### config.mk
export PLATFORM = sky130hd
export DESIGN_NAME = plse_cell
export DESIGN_NICKNAME = d
export VERILOG_FILES = /design/src/hw/rtl/plse_pkg.sv /design/src/hw/rtl/plse_cell.sv
export SDC_FILE = /design/constraint.sdc
export NUM_CORES = 1
export LEC_CHECK = 0
export BUFFER_PORTS_ARGS = -buffer_cell sky130_fd_sc_hd__buf_4
export CORE_MARGIN = 2
export CORE_UTILIZATION = 41
export CTS_CLUSTER_DIAMETER = 100
export DETAILED_ROUTE_END_ITERATION = 7
export PLACE_DENSITY = 0.85
export SETUP_SLACK_MARGIN = 0.15
export SYNTH_ARGS = -nofsm -noshare
export SYNTH_HDL_FRONTEND = slang
export SYNTH_SLANG_ARGS = --single-unit
### constraint.sdc
create_clock -name aclk -period 4.6 [get_ports aclk]
set_clock_uncertainty 0.1 [all_clocks]
set_input_delay 0.92 -clock aclk [delete_from_list [all_inputs] [get_ports aclk]]
set_output_delay 0.92 -clock aclk [all_outputs]
set_load 0.005 [all_outputs]
### src/hw/rtl/plse_pkg.sv
package plse_pkg;

    localparam int FUNC_W      = 3;
    localparam int POS_IN_W    = 6;
    localparam int DATA_OUT_W  = 32;
    localparam int COUNT_OUT_W = 7;

    typedef enum logic [FUNC_W-1:0] {
        FUNC_INSERT = 3'd0,
        FUNC_REMOVE = 3'd1,
        FUNC_READ   = 3'd2,
        FUNC_SEARCH = 3'd3,
        FUNC_PUSH   = 3'd4,
        FUNC_POP    = 3'd5,
        FUNC_TOP    = 3'd6
    } func_t;

    typedef enum logic [1:0] {
        ST_IDLE,
        ST_EXEC,
        ST_TREE,
        ST_RESP
    } state_t;

    // per-cycle command broadcast to every cell of the chain
    typedef struct packed {
        logic ins;
        logic rem;
        logic srch;
    } cell_ctrl_t;

endpackage

### src/hw/rtl/plse_cell.sv
module plse_cell #(
    parameter int INDEX      = 0,
    parameter int DATA_WIDTH = 32,
    parameter int PW         = 7,
    parameter int CW         = 7
) (
    input  logic                  aclk,
    input  plse_pkg::cell_ctrl_t  ctrl,
    input  logic [PW-1:0]         tgt_pos,
    input  logic [CW-1:0]         count,
    input  logic [DATA_WIDTH-1:0] key,
    input  logic [DATA_WIDTH-1:0] from_lo,
    input  logic [DATA_WIDTH-1:0] from_hi,
    output logic [DATA_WIDTH-1:0] entry,
    output logic                  hit
);

    localparam logic [PW-1:0] MY_POS = PW'(INDEX);
    localparam logic [CW-1:0] MY_CNT = CW'(INDEX);

    logic [DATA_WIDTH-1:0] entry_reg;
    logic [DATA_WIDTH-1:0] entry_next;

    always_comb begin
        entry_next = entry_reg;
        if (ctrl.ins) begin
            if (MY_POS > tgt_pos) begin
                entry_next = from_lo;
            end else if (MY_POS == tgt_pos) begin
                entry_next = key;
            end
        end else if (ctrl.rem && (MY_POS >= tgt_pos)) begin
            entry_next = from_hi;
        end
    end

    always_ff @(posedge aclk) begin
        entry_reg <= entry_next;
    end

    assign entry = entry_reg;
    // search: live entry equal to key; otherwise: this cell is the target position
    assign hit   = ctrl.srch ? ((entry_reg == key) && (MY_CNT < count)) : (MY_POS == tgt_pos);

endmodule

==> summary.md, run 1 <==
| Metric | Value |
|---|---|
| Fin. Hold Viols | 0 |
| Setup Total Neg Slack | 0 ns |
| Largest net degree at the start of global routing | 34 |
| Full die area | 0.00480 mm^2 |
| Placed Instances | 281 |
| Fin crit share | 0.679 |
| CTS tree | built |
| Tmin final | 3.12 ns |
| Total track usage | 0.188 |
| CP Cell Sequence | buf_4 > or4_4 > nor4_2 > nor3_1 > a31o_1 > buf_4 |
| Hold Crit Depth | 2 |
| Drt drc | 0 |
| Initial detailed-routing violation count | 46 |
| Peak supply drop | 166 uV |
| Post-cts resize count | 0 |
| Post-synth top area share | 0.550 |
| Cell taking the most area after synthesis | edfxtp_1 |
| Placeable core area | 0.00406 mm^2 |
| Critical Path Fanout Max | 1 |
| Critical Path Start Type | primary input |
| Final ANT Viol Nets | 0 |
| Power per cell area | 233 mW/mm^2 |
| Unrepaired setup endpoints after global routing | false |
| Hold_sp | from_hi[23] |
| Starting density of the core | 0.431 |
| PortBufs | 114 |
| Vias | 1411 |
| Final setup violation count | 0 |
| Detailed-route wire length | 4300 um |
| Top Ports | 147 |
| Detailed Place HPWL | 3360 um |
| First-pass GRT wire length | 7040 um |
| Antenna cell count | 0 |
| Lkg Pwr | 1.09 nW |
| Max reg flops | 32 |
| Layout cell share with drive strength beyond 1 | 0.628 |
| Routed length per instance | 14.9 um |
| Yosys warnings | 0 |
| Max-cap violations | 0 |
| Clk slew on worst S/H paths | 0.07 ns |
| Relative slew slack | 0.396 |
| Compound-cell area share of the yosys netlist | 0.00501 |
| Mapped Nets | 235 |
| Vias per cell | 4.88 |
| Yosys cell types | 15 |
| Crit-path slowest cell | or4_4 |
| Final #Nets | 352 |
| TritonRoute pass-1 iters | 4 |
| Hold Worst Slack | 0.815 ns |
| Die outline width | 69.3 um |
| Grt total ovfl | 0 |
| Most frequent cells in the layout | 114 x buf_4, 32 x xnor2_1, 32 x edfxtp_1 |
| Simple-Gate Fraction of Synth Area | 0.0680 |
| FP Rows | 23 |
| Register area share after synthesis | 0.550 |
| Area share of fa/ha/maj cells after synthesis | 0 |
| Worst Hold Endpoint | entry[23] |
| Mapped Area | 0.00175 mm^2 |
| CP Capture Type | output pin |
| Post-CTS Setup Inserts | 0 |
| Worst EP arrival | 2.10 ns |
| Gp weighted congestion | 0.721 |
| Die Ht | 69.3 um |
| Max Slew Vio Count | 0 |
| Worst Path Required | 3.58 ns |
| Avg Cell Area, Syn | 14.4 um^2 |
| Status | finished, final reports clean |
| Ranking of synthesized cells by area | edfxtp_1 55%, mux2_2 18%, xnor2_1 16% |
| Area growth syn-to-layout | 56.5% |
| Post-Syn Instances | 121 |
| Critical setup path kind | in2out |
| Vias in the first global route | 1501 |
| Fmax | 320 MHz |
| Max stage delay on crit path | 0.52 ns |
| Pre-CTS setup slack | 1.45 ns |
| Most common cell after layout, fill and taps aside | buf_4 |
| Clock buffer count from CTS | 5 |
| Mux cell area share after synthesis | 0.206 |
| Hold WC Path Type | in2reg |
| #FFs+latches synth | 32 |
| Slew @ Worst Pin | 0.904 ns |
| CTS H-tree depth | 2 |
| Longest Clk Path Bufs | 2 |
| Clock tree sinks | 32 |
| Cts hold-fix bufs | 0 |
| Post-Synth XOR/XNOR Area | 0.160 |
| CTS root buf | clkbuf_8 |
| Critical path's most frequent cell | buf_4 |
| Largest family of logic cells by synthesized area | multiplexers |
| Initial antenna violation count | 0 |
| Fin cells | 289 |
| Final setup margin | 1.48 ns |
==> metrics by stage <==
stage,power (mW),area [um^2],utilization
after floorplan,0.376,1750,-
after detailed placement,0.442,2660,0.654
after CTS,0.648,2740,0.674
after global routing,0.668,2740,0.674
final,0.638,2740,0.674
after global placement,0.439,2660,0.654
==> where the power goes <==
part	switching [mW]	internal, mW	total (mW)	leakage (nW)
clock network	0.0984	0.105	0.204	0.0399
logic	0.0331	0.0754	0.108	0.762
registers	0.00102	0.325	0.326	0.288
==> worst max path at each step <==
stage,startpoint,endpoint
after floorplan,ctrl[2],entry[0]
after global placement,count[4],hit
after detailed placement,count[4],hit
after CTS,count[4],hit
after global routing,key[13],hit
final,count[4],hit
==> area by class of cell <==
class / instances / area (um^2)
clock buffer: 7 / 76.3
clock inverter: 1 / 3.75
tap: 50 / 62.6
timing repair buffer: 114 / 856
multi-input combinational: 85 / 776
sequential: 32 / 961
fill: 328 / 1320
==> Yosys cell counts <==
| library cell | instances |
|---|---|
| nor2_1 | 3 |
| mux2_2 | 28 |
| xnor2_1 | 32 |
| nor4_1 | 2 |
| nor3_1 | 3 |
| clkbuf_1 | 1 |
| nor4_2 | 1 |
| nand4_1 | 7 |
| buf_2 | 3 |
| nand2_1 | 2 |
| mux2_1 | 4 |
| nand3_1 | 1 |
| or4_4 | 1 |
| edfxtp_1 | 32 |
| a31o_1 | 1 |
==> kinds of logic after synthesis <==
kind of cell | count (synthesis)
buf+inv | 4
compound gates | 1
xor+xnor | 32
mux | 32
flops | 32
simple gates | 20
==> critical path: cells and delay by family <==
| kind | cells | cell delay, ns |
|---|---|---|
| and+or+nand+nor | 3 | 0.76 |
| buffers and inverters | 2 | 0.24 |
| AOI/OAI and AO/OA | 1 | 0.18 |
==> routing by layer <==
layer / track usage / up-vias / wire length, um / share of wire
li1: - / 687 / - / -
met2: 0.313 / 80 / 2090 / 0.48
met4: 0.0523 / 0 / 59 / 0.014
met3: 0.0974 / 8 / 514 / 0.12
met5: 0 / - / 0 / 0
met1: 0.211 / 636 / 1640 / 0.38
(Power assumes the default switching activity.)
==> run 2, diff against run 1 <==
--- a/config.mk
+++ b/config.mk
@@ -7,10 +7,10 @@
 export LEC_CHECK = 0
 export BUFFER_PORTS_ARGS = -buffer_cell sky130_fd_sc_hd__buf_4
 export CORE_MARGIN = 2
-export CORE_UTILIZATION = 41
+export CORE_UTILIZATION = 38
 export CTS_CLUSTER_DIAMETER = 100
 export DETAILED_ROUTE_END_ITERATION = 7
-export PLACE_DENSITY = 0.85
+export PLACE_DENSITY = 0.8
 export SETUP_SLACK_MARGIN = 0.15
 export SYNTH_ARGS = -nofsm -noshare
 export SYNTH_HDL_FRONTEND = slang
==> constraint.sdc (replaced) <==
create_clock -name aclk -period 3 [get_ports aclk]
set_clock_uncertainty 0.1 [all_clocks]
set_input_delay 0.6 -clock aclk [delete_from_list [all_inputs] [get_ports aclk]]
set_output_delay 0.6 -clock aclk [all_outputs]
set_load 0.005 [all_outputs]
==> summary.md, run 2 (synthesis results as in run 1) <==
| Metric | Value |
|---|---|
| Max Slew Vio Count | 0 (unchanged) |
| Clock tree sinks | 32 (unchanged) |
| Fin crit share | 0.826 |
| # fillers | 371 (was 328) |
| Gate power share | 0.157 (was 0.170) |
| Max reg flops | 32 (unchanged) |
| Placeable core area | 0.00438 mm^2 (was 0.00406 mm^2) |
| FP Rows | 24 (was 23) |
| Design Area, Final | 0.00278 mm^2 (was 0.00274 mm^2) |
| Antenna cell count | 0 (unchanged) |
| Worst EP arrival | 1.78 ns (was 2.10 ns) |
| Total track usage | 0.172 (was 0.188) |
| Drt drc | 0 (unchanged) |
| Max stage delay on crit path | 0.45 ns (was 0.52 ns) |
| Layout cell share with drive strength beyond 1 | 0.635 (was 0.628) |
| Die Ht | 71.8 um (was 69.3 um) |
| CP Cell Sequence | buf_4 > xnor2_1 > nand4_1 > nor4_1 > a31o_1 > buf_4 (was buf_4 > or4_4 > nor4_2 > nor3_1 > a31o_1 > buf_4) |
| Int Power | 856 uW (was 505 uW) |
| Relative slew slack | 0.715 (was 0.396) |
| Top Ports | 147 (unchanged) |
| Crit-path slowest cell | nor4_1 (was or4_4) |
| Post-cts resize count | 0 (unchanged) |
| PortBufs | 114 (unchanged) |
| Switch Pwr | 207 uW (was 132 uW) |
| Fmax | 403 MHz |
| Clk pwr share | 0.373 (was 0.319) |
| Setup Total Neg Slack | 0 ns (unchanged) |
| Critical setup path kind | in2out (unchanged) |
| Area growth syn-to-layout | 59.0% (was 56.5%) |
| Switching share of power | 0.195 (was 0.208) |
| Most frequent cells in the layout | 116 x buf_4, 32 x xnor2_1, 32 x edfxtp_1 (was 114 x buf_4, 32 x xnor2_1, 32 x edfxtp_1) |
| Worst Path Required | 2.30 ns (was 3.58 ns) |
| First-pass GRT wire length | 6890 um (was 7040 um) |
| Final #Nets | 354 (was 352) |
| Gp weighted congestion | 0.758 (was 0.721) |
| Critical path's most frequent cell | buf_4 (unchanged) |
| Initial antenna violation count | 0 (unchanged) |
| Fin. Hold Viols | 0 (unchanged) |
| Critical Path Fanout Max | 2 (was 1) |
| Final ANT Viol Nets | 0 (unchanged) |
| Vias in the first global route | 1554 (was 1501) |
| Detailed Place HPWL | 3470 um (was 3360 um) |
| Tmin final | 2.48 ns |
| Initial detailed-routing violation count | 45 (was 46) |
| CP bufs+invs | 2 (unchanged) |
| CTS tree | built (unchanged) |
| Core Util, Final | 0.634 (was 0.674) |
| Cts hold-fix bufs | 0 (unchanged) |
| Detailed-route wire length | 4370 um (was 4300 um) |
| CP Capture Type | output pin (unchanged) |
| CTS root buf | clkbuf_8 (unchanged) |
| Critical Path Start Type | primary input (unchanged) |
| Area after DPL | 0.00267 mm^2 (was 0.00266 mm^2) |
| Peak supply drop | 304 uV (was 166 uV) |
| Vias per cell | 4.84 (was 4.88) |
| Most common cell after layout, fill and taps aside | buf_4 (unchanged) |
| Power per cell area | 383 mW/mm^2 (was 233 mW/mm^2) |
| Die outline width | 71.8 um (was 69.3 um) |
| Clock buffer count from CTS | 5 (unchanged) |
| Hold WC Path Type | in2reg (unchanged) |
| Full die area | 0.00516 mm^2 (was 0.00480 mm^2) |
| Clk slew on worst S/H paths | 0.07 ns (about the same) |
| Vias | 1419 (was 1411) |
| Starting density of the core | 0.399 (was 0.431) |
| Lkg Pwr | 1.11 nW (was 1.09 nW) |
| Slew @ Worst Pin | 0.423 ns (was 0.904 ns) |
| Final setup violation count | 0 (unchanged) |
| Delay-heaviest family, CP | simple AND/OR/NAND/NOR gates (unchanged) |
| Unrepaired setup endpoints after global routing | false (unchanged) |
| CTS H-tree depth | 2 (unchanged) |
| Max-cap violations | 0 (unchanged) |
| Longest Clk Path Bufs | 2 (unchanged) |
| TritonRoute pass-1 iters | 4 (unchanged) |
| Reg power frac | 0.470 (was 0.511) |
| Post-CTS Setup Inserts | 0 (unchanged) |
| Largest net degree at the start of global routing | 33 (was 34) |
| Grt total ovfl | 0 (unchanged) |
| Routed length per instance | 14.9 um (about the same) |
| Status | finished, final reports clean (unchanged) |
-- run 2: per-layer routing --
metal	wire length [um]	up-vias	global-route usage
met5	0	-	0
met4	17	0	0.0440
met3	497	2	0.0703
met2	2240	71	0.311
met1	1620	657	0.187
li1	-	689	-
-- run 2: metrics by stage --
| step | cells | hold slack [ns] | worst slack [ns] | total power, mW |
|---|---|---|---|---|
| floorplan | 121 | 0.701 | 0.559 | 0.576 |
| global placement | 285 | 0.787 | 0.515 | 0.673 |
| detailed placement | 285 | 0.788 | 0.502 | 0.678 |
| CTS | 293 | 0.499 | 0.494 | 1.08 |
| global route | 293 | 0.504 | 0.338 | 1.11 |
| finish | 293 | 0.514 | 0.521 | 1.06 |
-- run 2: cell type report --
| type | count | area, um^2 | share of cell area |
|---|---|---|---|
| Clock buffer | 5 | 68.8 | 0.0248 |
| Clock inverter | 3 | 37.5 | 0.0135 |
| Multi-Input combinational cell | 85 | 776 | 0.279 |
| Sequential cell | 32 | 961 | 0.346 |
| Tap cell | 52 | 65.1 | 0.0234 |
| Timing Repair Buffer | 116 | 871 | 0.313 |
-- run 2: path summary, 6_finish.rpt --
kind                    start   endpoint  depth (start not counted)
hold / removal    from_hi[23]  entry[23]                          2
setup / recovery      key[13]        hit                          6
-- run 2: power by group through the flow --
stage / clock network [mW] / registers [mW] / logic (mW)
after global placement: 0 / 0.509 / 0.164
after detailed placement: 0 / 0.509 / 0.168
after global routing: 0.426 / 0.499 / 0.182
final: 0.397 / 0.499 / 0.167
after CTS: 0.414 / 0.499 / 0.169
after floorplan: 0 / 0.509 / 0.0668
